`src/sv/fiq_pkg.sv`:
```
// Shared types and constants for the fixed-integrand quadrature unit.
// Used by the controller, the datapath and the top level; depends on nothing.
`default_nettype none
package fiq_pkg;

    localparam int OP_W = 4;

    localparam logic [OP_W-1:0] OP_NOP  = 4'd0;
    localparam logic [OP_W-1:0] OP_LOAD = 4'd1;
    localparam logic [OP_W-1:0] OP_HDIV = 4'd2;
    localparam logic [OP_W-1:0] OP_INIT = 4'd3;
    localparam logic [OP_W-1:0] OP_X2   = 4'd4;
    localparam logic [OP_W-1:0] OP_X3   = 4'd5;
    localparam logic [OP_W-1:0] OP_ROOT = 4'd6;
    localparam logic [OP_W-1:0] OP_F    = 4'd7;
    localparam logic [OP_W-1:0] OP_ACC  = 4'd8;
    localparam logic [OP_W-1:0] OP_PART = 4'd9;
    localparam logic [OP_W-1:0] OP_QDIV = 4'd10;
    localparam logic [OP_W-1:0] OP_RES  = 4'd11;

    localparam logic [1:0] MODE_LEFT  = 2'd0;
    localparam logic [1:0] MODE_RIGHT = 2'd1;
    localparam logic [1:0] MODE_TRAP  = 2'd2;
    localparam logic [1:0] MODE_SIMP  = 2'd3;

    localparam logic [1:0] ST_OK   = 2'd0;
    localparam logic [1:0] ST_ZERO = 2'd1;
    localparam logic [1:0] ST_ODD  = 2'd2;

    localparam logic [1:0] REG_MODE  = 2'd0;
    localparam logic [1:0] REG_LOWER = 2'd1;
    localparam logic [1:0] REG_UPPER = 2'd2;

    localparam logic [30:0] UPPER_RESET = 31'h4000_0000;
    localparam logic [63:0] SAT_POS = 64'h0000_007F_FFFF_FFFF;
    localparam logic [63:0] SAT_NEG = 64'h0000_0080_0000_0000;

    typedef struct packed {
        logic [OP_W-1:0] op;
        logic [4:0]      arg;
    } cmd_t;

    typedef struct packed {
        logic err;
        logic last_point;
        logic div_busy;
    } stat_t;

endpackage
`default_nettype wire

```
`src/sv/fiq_div.sv`:
```
// Iterative restoring divider, one quotient bit per cycle.
// Used by the datapath for the step width and the final rule divisor.
`default_nettype none
module fiq_div (
    input  wire logic        aclk,
    input  wire logic        aresetn,
    input  wire logic        start,
    input  wire logic [63:0] dividend,
    input  wire logic [16:0] divisor,
    output logic             busy,
    output logic [63:0]      quotient
);
    logic        busy_reg, busy_next;
    logic [5:0]  cnt_reg, cnt_next;
    logic [63:0] num_reg, num_next;
    logic [16:0] rem_reg, rem_next;
    logic [16:0] den_reg, den_next;
    logic [17:0] trial;
    logic [17:0] diff;

    always_comb begin
        busy_next = busy_reg;
        cnt_next  = cnt_reg;
        num_next  = num_reg;
        rem_next  = rem_reg;
        den_next  = den_reg;
        trial     = {rem_reg, num_reg[63]};
        diff      = trial - {1'b0, den_reg};
        if (start) begin
            busy_next = 1'b1;
            cnt_next  = '0;
            num_next  = dividend;
            rem_next  = '0;
            den_next  = divisor;
        end else if (busy_reg) begin
            if (trial >= {1'b0, den_reg}) begin
                rem_next = diff[16:0];
                num_next = {num_reg[62:0], 1'b1};
            end else begin
                rem_next = trial[16:0];
                num_next = {num_reg[62:0], 1'b0};
            end
            cnt_next = cnt_reg + 6'd1;
            if (cnt_reg == 6'd63) begin
                busy_next = 1'b0;
            end
        end
    end

    always_ff @(posedge aclk) begin
        if (!aresetn) begin
            busy_reg <= 1'b0;
            cnt_reg  <= '0;
        end else begin
            busy_reg <= busy_next;
            cnt_reg  <= cnt_next;
        end
        num_reg <= num_next;
        rem_reg <= rem_next;
        den_reg <= den_next;
    end

    assign busy     = busy_reg;
    assign quotient = num_reg;
endmodule
`default_nettype wire

```
`src/sv/fiq_datapath.sv`:
```
// Datapath: sample point, integrand with shared 32x32 multiplier and
// bit-by-bit root, weighted sum, final product and result register.
// Depends on fiq_pkg and fiq_div.
`default_nettype none
module fiq_datapath #(
    parameter int MAX_INTERVALS = 65536
) (
    input  wire logic          aclk,
    input  wire logic          aresetn,
    input  wire fiq_pkg::cmd_t cmd,
    output fiq_pkg::stat_t     stat,
    input  wire logic [16:0]   n_in,
    input  wire logic [1:0]    mode_in,
    input  wire logic [30:0]   lower_in,
    input  wire logic [30:0]   upper_in,
    output logic [39:0]        res_value,
    output logic [1:0]         res_code
);
    localparam logic [24:0] MAX_N = 25'(MAX_INTERVALS);

    logic [16:0]  n_reg, k_reg;
    logic [1:0]   mode_reg, code_reg;
    logic [30:0]  a_reg, b_reg, x_reg;
    logic         neg_reg;
    logic [46:0]  hm_reg;
    logic [47:0]  pos_reg;
    logic [63:0]  sum_reg;
    logic [31:0]  x2_reg, root_reg;
    logic [32:0]  x3_reg;
    logic [33:0]  f_reg;
    logic [111:0] acc_reg;
    logic [39:0]  val_reg;
    logic [1:0]   rcode_reg;

    logic [16:0]  n_clamp;
    logic [30:0]  x_sel, mag;
    logic [31:0]  opa, opb, trial;
    logic [63:0]  mul_p, v, wf, q_clamp, div_num;
    logic [33:0]  x3p;
    logic [16:0]  div_den;
    logic         div_start, div_busy, last;
    logic [63:0]  quot;
    logic [2:0]   w;

    assign n_clamp = ({8'd0, n_in} > MAX_N) ? MAX_N[16:0] : n_in;
    assign last    = (k_reg == n_reg);
    assign x_sel   = last ? b_reg : pos_reg[46:16];
    assign trial   = root_reg | (32'd1 << cmd.arg);
    assign x3p     = {1'b0, x3_reg} + 34'h0_4000_0000;
    assign v       = {x3p, 30'd0};
    assign mag     = neg_reg ? (a_reg - b_reg) : (b_reg - a_reg);
    assign mul_p   = 64'(opa) * 64'(opb);

    always_comb begin
        opa = '0;
        opb = '0;
        case (cmd.op)
            fiq_pkg::OP_X2: begin
                opa = {1'b0, x_sel};
                opb = {1'b0, x_sel};
            end
            fiq_pkg::OP_X3: begin
                opa = x2_reg;
                opb = {1'b0, x_reg};
            end
            fiq_pkg::OP_ROOT: begin
                opa = trial;
                opb = trial;
            end
            fiq_pkg::OP_F: begin
                opa = x2_reg;
                opb = root_reg;
            end
            fiq_pkg::OP_PART: begin
                opa = cmd.arg[1] ? sum_reg[63:32] : sum_reg[31:0];
                opb = cmd.arg[0] ? {17'd0, hm_reg[46:32]} : hm_reg[31:0];
            end
            default: begin
                opa = '0;
                opb = '0;
            end
        endcase
    end

    always_comb begin
        case (mode_reg)
            fiq_pkg::MODE_LEFT:  w = last ? 3'd0 : 3'd1;
            fiq_pkg::MODE_RIGHT: w = (k_reg == '0) ? 3'd0 : 3'd1;
            fiq_pkg::MODE_TRAP:  w = (last || k_reg == '0) ? 3'd1 : 3'd2;
            default:             w = (last || k_reg == '0) ? 3'd1 :
                                     (k_reg[0] ? 3'd4 : 3'd2);
        endcase
        case (w)
            3'd1:    wf = {30'd0, f_reg};
            3'd2:    wf = {29'd0, f_reg, 1'b0};
            3'd4:    wf = {28'd0, f_reg, 2'b0};
            default: wf = '0;
        endcase
    end

    assign div_start = (cmd.op == fiq_pkg::OP_HDIV) || (cmd.op == fiq_pkg::OP_QDIV);
    assign div_num   = (cmd.op == fiq_pkg::OP_HDIV) ? {17'd0, mag, 16'd0}
                                                    : acc_reg[107:44];
    assign div_den   = (cmd.op == fiq_pkg::OP_HDIV) ? n_reg :
                       (mode_reg == fiq_pkg::MODE_TRAP) ? 17'd2 :
                       (mode_reg == fiq_pkg::MODE_SIMP) ? 17'd3 : 17'd1;

    fiq_div u_div (
        .aclk     (aclk),
        .aresetn  (aresetn),
        .start    (div_start),
        .dividend (div_num),
        .divisor  (div_den),
        .busy     (div_busy),
        .quotient (quot)
    );

    always_comb begin
        if (neg_reg) begin
            q_clamp = (quot > fiq_pkg::SAT_NEG) ? fiq_pkg::SAT_NEG : quot;
        end else begin
            q_clamp = (quot > fiq_pkg::SAT_POS) ? fiq_pkg::SAT_POS : quot;
        end
    end

    always_ff @(posedge aclk) begin
        case (cmd.op)
            fiq_pkg::OP_LOAD: begin
                n_reg    <= n_clamp;
                mode_reg <= mode_in;
                a_reg    <= lower_in;
                b_reg    <= upper_in;
                neg_reg  <= (upper_in < lower_in);
                if (n_clamp == '0) begin
                    code_reg <= fiq_pkg::ST_ZERO;
                end else if (mode_in == fiq_pkg::MODE_SIMP && n_clamp[0]) begin
                    code_reg <= fiq_pkg::ST_ODD;
                end else begin
                    code_reg <= fiq_pkg::ST_OK;
                end
            end
            fiq_pkg::OP_INIT: begin
                hm_reg  <= quot[46:0];
                pos_reg <= {1'b0, a_reg, 16'd0};
                k_reg   <= '0;
                sum_reg <= '0;
            end
            fiq_pkg::OP_X2: begin
                x_reg  <= x_sel;
                x2_reg <= mul_p[61:30];
            end
            fiq_pkg::OP_X3: begin
                x3_reg   <= mul_p[62:30];
                root_reg <= '0;
            end
            fiq_pkg::OP_ROOT: begin
                if (mul_p <= v) begin
                    root_reg <= trial;
                end
            end
            fiq_pkg::OP_F: begin
                f_reg <= mul_p[63:30];
            end
            fiq_pkg::OP_ACC: begin
                sum_reg <= sum_reg + wf;
                if (!last) begin
                    k_reg   <= k_reg + 17'd1;
                    pos_reg <= neg_reg ? (pos_reg - {1'b0, hm_reg})
                                       : (pos_reg + {1'b0, hm_reg});
                end
            end
            fiq_pkg::OP_PART: begin
                case (cmd.arg[1:0])
                    2'd0:    acc_reg <= {48'd0, mul_p};
                    2'd3:    acc_reg <= acc_reg + {mul_p[47:0], 64'd0};
                    default: acc_reg <= acc_reg + {16'd0, mul_p, 32'd0};
                endcase
            end
            fiq_pkg::OP_RES: begin
                rcode_reg <= code_reg;
                if (code_reg != fiq_pkg::ST_OK) begin
                    val_reg <= '0;
                end else if (neg_reg) begin
                    val_reg <= 40'(64'd0 - q_clamp);
                end else begin
                    val_reg <= q_clamp[39:0];
                end
            end
            default: begin
            end
        endcase
    end

    assign stat.err        = (code_reg != fiq_pkg::ST_OK);
    assign stat.last_point = last;
    assign stat.div_busy   = div_busy;
    assign res_value       = val_reg;
    assign res_code        = rcode_reg;
endmodule
`default_nettype wire

```
`src/sv/fiq_ctrl.sv`:
```
// Controller state machine: sequences load, step division, the per-point
// integrand evaluation, the final product and division, and the result.
// Depends on fiq_pkg.
`default_nettype none
module fiq_ctrl #(
    parameter int ROOT_ITERATIONS = 32
) (
    input  wire logic           aclk,
    input  wire logic           aresetn,
    input  wire logic           s_tvalid,
    output logic                s_tready,
    output logic                m_tvalid,
    input  wire logic           m_tready,
    output fiq_pkg::cmd_t       cmd,
    input  wire fiq_pkg::stat_t stat
);
    localparam int ROOT_STEPS = (ROOT_ITERATIONS < 32) ? ROOT_ITERATIONS : 32;
    localparam logic [4:0] ROOT_LAST = 5'(ROOT_STEPS - 1);

    localparam logic [3:0] S_IDLE  = 4'd0;
    localparam logic [3:0] S_CHECK = 4'd1;
    localparam logic [3:0] S_HWAIT = 4'd2;
    localparam logic [3:0] S_INIT  = 4'd3;
    localparam logic [3:0] S_X2    = 4'd4;
    localparam logic [3:0] S_X3    = 4'd5;
    localparam logic [3:0] S_ROOT  = 4'd6;
    localparam logic [3:0] S_F     = 4'd7;
    localparam logic [3:0] S_ACC   = 4'd8;
    localparam logic [3:0] S_PART  = 4'd9;
    localparam logic [3:0] S_QDIV  = 4'd10;
    localparam logic [3:0] S_QWAIT = 4'd11;
    localparam logic [3:0] S_OUT   = 4'd12;

    logic [3:0] state_reg, state_next;
    logic [4:0] cnt_reg, cnt_next;
    logic       valid_reg, valid_next;

    always_comb begin
        state_next = state_reg;
        cnt_next   = cnt_reg;
        valid_next = valid_reg;
        cmd.op     = fiq_pkg::OP_NOP;
        cmd.arg    = '0;
        if (valid_reg && m_tready) begin
            valid_next = 1'b0;
        end
        case (state_reg)
            S_IDLE: begin
                if (s_tvalid) begin
                    cmd.op     = fiq_pkg::OP_LOAD;
                    state_next = S_CHECK;
                end
            end
            S_CHECK: begin
                if (stat.err) begin
                    state_next = S_OUT;
                end else begin
                    cmd.op     = fiq_pkg::OP_HDIV;
                    state_next = S_HWAIT;
                end
            end
            S_HWAIT: begin
                if (!stat.div_busy) begin
                    state_next = S_INIT;
                end
            end
            S_INIT: begin
                cmd.op     = fiq_pkg::OP_INIT;
                state_next = S_X2;
            end
            S_X2: begin
                cmd.op     = fiq_pkg::OP_X2;
                state_next = S_X3;
            end
            S_X3: begin
                cmd.op     = fiq_pkg::OP_X3;
                cnt_next   = '0;
                state_next = S_ROOT;
            end
            S_ROOT: begin
                cmd.op   = fiq_pkg::OP_ROOT;
                cmd.arg  = 5'd31 - cnt_reg;
                cnt_next = cnt_reg + 5'd1;
                if (cnt_reg == ROOT_LAST) begin
                    state_next = S_F;
                end
            end
            S_F: begin
                cmd.op     = fiq_pkg::OP_F;
                state_next = S_ACC;
            end
            S_ACC: begin
                cmd.op   = fiq_pkg::OP_ACC;
                cnt_next = '0;
                state_next = stat.last_point ? S_PART : S_X2;
            end
            S_PART: begin
                cmd.op   = fiq_pkg::OP_PART;
                cmd.arg  = cnt_reg;
                cnt_next = cnt_reg + 5'd1;
                if (cnt_reg == 5'd3) begin
                    state_next = S_QDIV;
                end
            end
            S_QDIV: begin
                cmd.op     = fiq_pkg::OP_QDIV;
                state_next = S_QWAIT;
            end
            S_QWAIT: begin
                if (!stat.div_busy) begin
                    state_next = S_OUT;
                end
            end
            S_OUT: begin
                if (!valid_reg || m_tready) begin
                    cmd.op     = fiq_pkg::OP_RES;
                    valid_next = 1'b1;
                    state_next = S_IDLE;
                end
            end
            default: begin
                state_next = S_IDLE;
            end
        endcase
    end

    always_ff @(posedge aclk) begin
        if (!aresetn) begin
            state_reg <= S_IDLE;
            cnt_reg   <= '0;
            valid_reg <= 1'b0;
        end else begin
            state_reg <= state_next;
            cnt_reg   <= cnt_next;
            valid_reg <= valid_next;
        end
    end

    assign s_tready = (state_reg == S_IDLE);
    assign m_tvalid = valid_reg;
endmodule
`default_nettype wire

```
`src/sv/fixed_integrand_quadrature_unit.sv`:
```
// Fixed-integrand quadrature unit: integrates x^2*sqrt(1+x^3) between two
// configured limits with a selectable rule. Each request on the slave
// channel carries an interval count n; one result request leaves on the
// master channel with the Q8.32 integral and a status code.
// Configuration (rule, lower and upper limit) is to be written through cfg_*
// only while the unit is idle; the block itself does not enforce this. One
// item is worked at a time. A zero count or an odd count under Simpson skips
// the integration and yields a zero value with its status code. Otherwise
// each of the n+1 sample points is worked in turn as the square, the cube,
// R root bits (R is ROOT_ITERATIONS capped at 32), the product and the sum,
// and the step width and the final rule divisor each come from the serial
// divider. The result is held in an output register; the next request is
// accepted while it waits, and a stalled receiver only delays the following
// result. Reset (aresetn low, synchronous) clears the sequencer and the
// output valid and sets the rule to left rectangle and the limits to 0.0
// and 1.0.
`default_nettype none
module fixed_integrand_quadrature_unit #(
    parameter int MAX_INTERVALS   = 65536,
    parameter int ROOT_ITERATIONS = 32
) (
    input  wire logic        aclk,
    input  wire logic        aresetn,
    input  wire logic        s_tvalid,
    output logic             s_tready,
    input  wire logic [23:0] s_tdata,   // [16:0] interval_count
    output logic             m_tvalid,
    input  wire logic        m_tready,
    output logic [47:0]      m_tdata,   // [39:0] integral_value, [41:40] status_code
    input  wire logic        cfg_wr_en,
    input  wire logic [1:0]  cfg_addr,
    input  wire logic [30:0] cfg_wdata
);
    logic [1:0]     mode_reg;
    logic [30:0]    lower_reg, upper_reg;
    fiq_pkg::cmd_t  cmd;
    fiq_pkg::stat_t stat;
    logic [39:0]    res_value;
    logic [1:0]     res_code;

    always_ff @(posedge aclk) begin
        if (!aresetn) begin
            mode_reg  <= fiq_pkg::MODE_LEFT;
            lower_reg <= '0;
            upper_reg <= fiq_pkg::UPPER_RESET;
        end else if (cfg_wr_en) begin
            case (cfg_addr)
                fiq_pkg::REG_MODE:  mode_reg  <= cfg_wdata[1:0];
                fiq_pkg::REG_LOWER: lower_reg <= cfg_wdata;
                fiq_pkg::REG_UPPER: upper_reg <= cfg_wdata;
                default: begin
                end
            endcase
        end
    end

    fiq_ctrl #(
        .ROOT_ITERATIONS (ROOT_ITERATIONS)
    ) u_ctrl (
        .aclk     (aclk),
        .aresetn  (aresetn),
        .s_tvalid (s_tvalid),
        .s_tready (s_tready),
        .m_tvalid (m_tvalid),
        .m_tready (m_tready),
        .cmd      (cmd),
        .stat     (stat)
    );

    fiq_datapath #(
        .MAX_INTERVALS (MAX_INTERVALS)
    ) u_dp (
        .aclk      (aclk),
        .aresetn   (aresetn),
        .cmd       (cmd),
        .stat      (stat),
        .n_in      (s_tdata[16:0]),
        .mode_in   (mode_reg),
        .lower_in  (lower_reg),
        .upper_in  (upper_reg),
        .res_value (res_value),
        .res_code  (res_code)
    );

    assign m_tdata = {6'd0, res_code, res_value};

    a_load_on_accept: assert property (@(posedge aclk) disable iff (!aresetn)
        (cmd.op == fiq_pkg::OP_LOAD) |-> (s_tvalid && s_tready))
        else $error("load issued without an accepted request");

    a_idle_no_div: assert property (@(posedge aclk) disable iff (!aresetn)
        s_tready |-> !stat.div_busy)
        else $error("divider busy while accepting");

    a_err_zero: assert property (@(posedge aclk) disable iff (!aresetn)
        (m_tvalid && m_tdata[41:40] != fiq_pkg::ST_OK) |-> (m_tdata[39:0] == 40'd0))
        else $error("error result carries a nonzero value");

    a_res_hold: assert property (@(posedge aclk) disable iff (!aresetn)
        (cmd.op == fiq_pkg::OP_RES) |-> (!m_tvalid || m_tready))
        else $error("result overwritten while stalled");
endmodule
`default_nettype wire
```
`config.mk`:
```
export PLATFORM = sky130hd
export DESIGN_NAME = fixed_integrand_quadrature_unit
export DESIGN_NICKNAME = d
export VERILOG_FILES = /design/src/sv/fiq_pkg.sv /design/src/sv/fiq_div.sv /design/src/sv/fiq_datapath.sv /design/src/sv/fiq_ctrl.sv /design/src/sv/fixed_integrand_quadrature_unit.sv
export SDC_FILE = /design/constraint.sdc
export NUM_CORES = 2
export LEC_CHECK = 0
export BUFFER_PORTS_ARGS = -buffer_cell sky130_fd_sc_hd__buf_2
export CORE_ASPECT_RATIO = 0.8
export CORE_MARGIN = 10
export CORE_UTILIZATION = 25
export DETAILED_ROUTE_END_ITERATION = 16
export GPL_TIMING_DRIVEN = 0
export PLACE_DENSITY = 0.48
export SETUP_SLACK_MARGIN = 0.2
export SYNTH_ARGS = -nofsm -noshare
export SYNTH_HDL_FRONTEND = slang
export SYNTH_SLANG_ARGS = --single-unit
```
`constraint.sdc`:
```
create_clock -name aclk -period 25.7 [get_ports aclk]
set_input_delay 5.14 -clock aclk [delete_from_list [all_inputs] [get_ports aclk]]
set_output_delay 5.14 -clock aclk [all_outputs]
set_load 0.005 [all_outputs]
```
## Word-level counts from Yosys, hierarchy flattened

Index checks and enable logic that the tools add are counted.

- Word-level logic and storage cells: 182
- Bits of input ports: 62
- Flip-flop bits (word level): 755
- Output and inout bits: 50

- Reductions and logical operators: 27
- Multiply operators: 1
- Shifts and indexed selects: 1
- Multiplexer cells: 57
- Bitwise gates (word level): 2
- Add/sub/neg operators: 14
- Magnitude comparators: 6
- Equality and inequality tests: 45

Operator list:

| kind | count |
|---|---|
| $pmux W112 S2 | 1 |
| $mux W64 | 3 |
| $mux W40 | 4 |
| $pmux W32 S5 | 1 |
| $pmux W32 S4 | 1 |
| $pmux W64 S2 | 1 |
| $add A112 B112 Y112 | 1 |
| $add A112 B96 Y112 | 1 |
| $pmux W36 S3 | 1 |
| $mux W32 | 3 |
| $mux W48 | 2 |
| $pmux W48 S2 | 1 |
| $mux W17 | 5 |
| $add A64 B36 Y64 | 1 |
| $gt A64 B39 Y1 const B | 1 |
| $gt A64 B40 Y1 const B | 1 |
| $le A64 B64 Y1 | 1 |
| $mul A32 B32 Y64 | 1 |
| $pmux W32 S2 | 1 |
| $mux W31 | 2 |
| $sub A31 B31 Y31 | 2 |
| $pmux W4 S13 | 1 |
| $add A48 B47 Y48 | 1 |
| $sub A48 B47 Y48 | 1 |
| other kinds (46) | 115 |

## Logic depth before layout (Yosys ltp)

- Depth after elaboration: 11
- Gate-level depth with buffers: 56
- Depth with buffers taken out: 51

## By module

Synthesis repeated with hierarchy kept, for this count alone.

- Cell total of the unflattened synthesis: 9155
- Area total of the unflattened synthesis: 82613.0 µm²

Modules (own cells, without submodules):

| module | seq. area each (µm²) | area each (µm²) | instances | cells each |
|---|---|---|---|---|
| fiq_datapath | 16185.5 | 74186.2 | 1 | 8405 |
| fiq_div | 2912.8 | 5047.3 | 1 | 382 |
| fixed_integrand_quadrature_unit | 1281.2 | 2477.4 | 1 | 252 |
| fiq_ctrl | 200.2 | 902.1 | 1 | 116 |

## Least setup slack after synthesis

OpenSTA, ideal clock, no wires.

- Path type: input port to flip-flop
- From: in m_tready
- To: reg u_dp.root_reg[0], enable pin
- Data required time: 25.258 ns
- Stages: 48
- Library setup time: 0.442 ns
- Arrival time: 18.925 ns
- Setup slack: 6.333 ns
- Cell sequence: nor2b_1 -> nand2b_1 -> o21bai_1 -> a31oi_1 -> buf_2 -> buf_2 -> buf_2 -> mux2i_1 -> o22ai_1 -> nor2_1 -> clkbuf_1 -> nor2_1 -> fa_1 -> fa_1 -> fa_1 -> inv_1 -> fa_1 -> inv_1 -> [... 12 more ...] -> o21ai_0 -> a31oi_1 -> nand2_1 -> o31a_1 -> o21ai_0 -> a21oi_1 -> xnor2_1 -> ha_1 -> nand4_1 -> nor2_1 -> nand4_1 -> or4_1 -> nor4_1 -> or4b_1 -> a2111oi_2 -> nand2_1 -> or4_1 -> o41ai_2

- Word-level cells in the longest chain between the ends: 10
- Elaborated cells on any way between the ends: 16
- Classes of those cells: mul (1); order compare (1); eq/ne (6); mux (4); reduce/logical (4)

Ends and longest elaborated chain:

| element | line | RTL |
|---|---|---|
| start: declaration | fixed_integrand_quadrature_unit.sv:28 | `input wire logic m_tready,` |
| $logic_or A1 B1 Y1 (*) | fiq_ctrl.sv:115 | `if (!valid_reg \|\| m_tready) begin` |
| $mux W4 (*) | fiq_ctrl.sv:115 |  |
| $pmux W4 S11 (*) | fiq_ctrl.sv:47 | `case (state_reg)` |
| $eq A4 B3 Y1 | fiq_datapath.sv:57 | `case (cmd.op)` |
| $reduce_or A2 Y1 (no source line) | -- |  |
| $pmux W32 S4 | fiq_datapath.sv:57 |  |
| $mul A32 B32 Y64 (*) | fiq_datapath.sv:52 | `assign mul_p = 64'(opa) * 64'(opb);` |
| net u_dp.mul_p[59] | fiq_datapath.sv:38 | `logic [63:0] mul_p, v, wf, q_clamp, div_num;` |
| $le A64 B64 Y1 (*) | fiq_datapath.sv:157 | `if (mul_p <= v) begin` |
| $ne A2 B1 Y1 (no source line) (*) | -- |  |
| $reduce_and A2 Y1 (no source line) (*) | -- |  |
| end signal: assignment | fiq_datapath.sv:158 | `root_reg <= trial;` |
| end: declaration | fiq_datapath.sv:28 | `logic [31:0] x2_reg, root_reg;` |

The timed path passes the listed nets; every way through them passes the cells marked *.
A chain may end at the register's enable or synchronous reset.

## Final worst setup path

- From: in m_tready
- To: reg u_dp.root_reg[3], enable pin

Same word-level chain as after synthesis.

==> results.cfg <==
[outcome]
status = complete, but fails checks
violations = max-capacitance violations, max-slew violations

[logic_synthesis]
synth_commonest_cells = sky130_fd_sc_hd__inv_1 (1,237), sky130_fd_sc_hd__nand2_1 (1,111), sky130_fd_sc_hd__nor2_1 (957)
synth_largest_area_cell = sky130_fd_sc_hd__edfxtp_1
synth_top_area_share_pct = 23.0
synth_warnings = 0
synth-main-ff-cell = sky130_fd_sc_hd__edfxtp_1
synth-seq-cells = 718
yosysUniqueCellTypes = 94
synthesis.area_per_instance_um2 = 8.97
synth_most_common_cell = sky130_fd_sc_hd__inv_1
number_of_enable_type_register_cells_in_the_synthesized_netlist = 620
yosysSeqAreaShare_pct = 25.4
mappedNetlistArea_mm2 = 0.0809
most_area_consuming_cells_after_synthesis = sky130_fd_sc_hd__edfxtp_1 (23%), sky130_fd_sc_hd__fa_1 (22%), sky130_fd_sc_hd__ha_1 (9.3%), sky130_fd_sc_hd__inv_1 (5.7%), sky130_fd_sc_hd__nand2_1 (5.2%)
postSynth.asyncResetShare_pct = 0
syn-instance-count = 9020

[clocking]
post_cts.resized_instances = 0
cts_tree = built
worst_setup_hold_path_clk_slew_ps = 60
clock_path_buffers = 3
clock-sinks = 718
cts_post_setup_buffers_inserted = 0
cts_made_buffers = 80
cts_hold_repair.buffers = 0
ctsRootBufferMaster = sky130_fd_sc_hd__clkbuf_16
clock_insertion_delay_worst_skew_ps = 710
cts-htree-levels = 3

[sta]
worst-slew-pin-transition_ps = 1630
layout_min_cycle_time_ps = 23110
report.final.slew_viol_count = 118
hold_violations = 0
setup_repair_after_global_routing_missed_its_margin = false
finalSetupViolCount = 0
max_slew_margin_pct = -8.49
post-route-period-util_pct = 89.9
timing.clock.skew_ps = 53.8
timing.fmax_mhz = 43.3

[route]
num_vias = 70630
route.detailed.drc = 0
detail_route.first_pass.iterations = 8
first_iter_violations = 9133
route.detailed.vias_per_inst = 5.17
totalWireLength_um = 378000
routed_wire_length_per_instance_um = 27.7
ant_nets_after_route = 0

[worst_hold_path]
min-delay-path-class = reg -> reg

[floorplanning]
floorplan.die.height_um = 529
core_area_mm2 = 0.322
placement_rows = 186
floorplan.initialDensity_pct = 25.2
chipWidth_um = 656
die_area_mm2 = 0.347
number_of_top_level_pins = 112

[global_routing]
via_count_of_the_first_global_routing_pass = 68340
grt_start_max_net_pins = 65
track_usage_pct = 21.0
antenna_found_initial = 45
grt_overflow = 0
grt_pass1_wl_um = 530000

[run]
drv_cap = 15

[worst_setup_path]
critical-path-top-cell-by-count = sky130_fd_sc_hd__fa_1
timing.critical_path.from_type = input pin
arrival_time_reported_for_the_critical_path_endpoint_ps = 23480
data_required_time_at_the_worst_endpoint_ps = 26070
timing.critical_path.fanout_max = 11
critical_path.endpoint_type = register
critical_path_class = in -> reg
worst_path_max_delay_cell = sky130_fd_sc_hd__xnor2_1
critical-path-max-stage-delay_ps = 1230

[placement]
gp_routability_congestion = 0.993
place.detailed.hpwl_um = 316000
quantity_of_i_o_buffers_inserted_on_ports = 97
postPlaceCellArea_mm2 = 0.0879

[layout]
fin_nets = 10825
max_reg_flops = 76
share_of_cells_above_drive_strength_1_pct = 4.80
syn2layout_area_growth_pct = 12.0
finished_layout_cell_area_mm2 = 0.0906
-- cell type report --
cell class / instances / area [µm²]
fillers: 34531 / 231000
multi-input cells: 6616 / 54300
flip-flops and latches: 718 / 20600
well taps: 4324 / 5410
inverters: 1240 / 4650
clock buffers: 96 / 2100
plain buffers: 451 / 1760
repair buffers: 151 / 1270
clock inverters: 53 / 553
diodes: 11 / 27.5
-- kinds of logic after synthesis --
family                   after synthesis  share of synthesized area [%]
AND/OR/NAND/NOR                     2811                           15.2
AO/OA/AOI/OAI                       1748                           13.6
buffers and inverters               1691                           7.91
adder cells (fa/ha/maj)             1505                           31.6
flip-flops                           718                           25.4
XOR/XNOR                             393                           4.25
multiplexers                         153                           1.96
other                                  1                        0.00463
-- final timing paths --
kind | startpoint | end | slack [ps] | cells after the start
worst min register to register | lower_reg[18] | u_dp.a_reg[18] | 460 | 0
worst max register to register | u_ctrl.state_reg[3] | u_dp.root_reg[3] | 5860 | 53
worst min-delay path | lower_reg[18] | u_dp.a_reg[18] | 460 | 0
worst max-delay path | m_tready | u_dp.root_reg[3] | 2590 | 51
-- stage by stage --
stage	util (%)	hold slack, ps	setup slack (ps)	instances	setup TNS (ps)
4_1_cts	28.2	456	2960	13646	0
5_1_grt	28.2	469	2040	13649	0
6_report	28.2	455	2590	13660	0
3_5_place_dp	27.3	441	2300	13497	0
3_3_place_gp	27.0	452	-1680	13446	-53590
2_1_floorplan	-	421	6330	9025	0
-- layout by cell type (no fill, tap or decap), types with 112 or more instances in the layout --
| master | n |
|---|---|
| sky130_fd_sc_hd__xor2_1 | 170 |
| sky130_fd_sc_hd__a21o_1 | 191 |
| sky130_fd_sc_hd__edfxtp_1 | 620 |
| sky130_fd_sc_hd__nor2_1 | 949 |
| sky130_fd_sc_hd__xnor2_1 | 197 |
| sky130_fd_sc_hd__a21oi_1 | 512 |
| sky130_fd_sc_hd__ha_1 | 602 |
| sky130_fd_sc_hd__nand2_1 | 1110 |
| sky130_fd_sc_hd__inv_1 | 1236 |
| sky130_fd_sc_hd__mux2i_1 | 112 |
| sky130_fd_sc_hd__buf_2 | 114 |
| sky130_fd_sc_hd__clkbuf_1 | 408 |
| sky130_fd_sc_hd__fa_1 | 903 |
| sky130_fd_sc_hd__o21ai_0 | 402 |
-- layer usage --
metal | part of all wire [%] | up-vias | track usage, %
met4 | 2.8 | 24 | 5.24
met3 | 11 | 460 | 5.71
met1 | 48 | 36004 | 32.7
met5 | 0.044 | - | 0
met2 | 38 | 3646 | 28.0
li1 | - | 30496 | -
-- worst max-delay path: cells and delay by family --
kind / cells / cell delay, ps
AO/OA/AOI/OAI: 12 / 3670
AND/OR/NAND/NOR: 15 / 4940
XOR/XNOR: 1 / 1230
adder cells (fa/ha/maj): 10 / 4940
buffers and inverters: 12 / 3220
multiplexers: 1 / 230
Power is not shown: default switching activity piles up to over one toggle a cycle in this logic, so the estimate is an artifact.
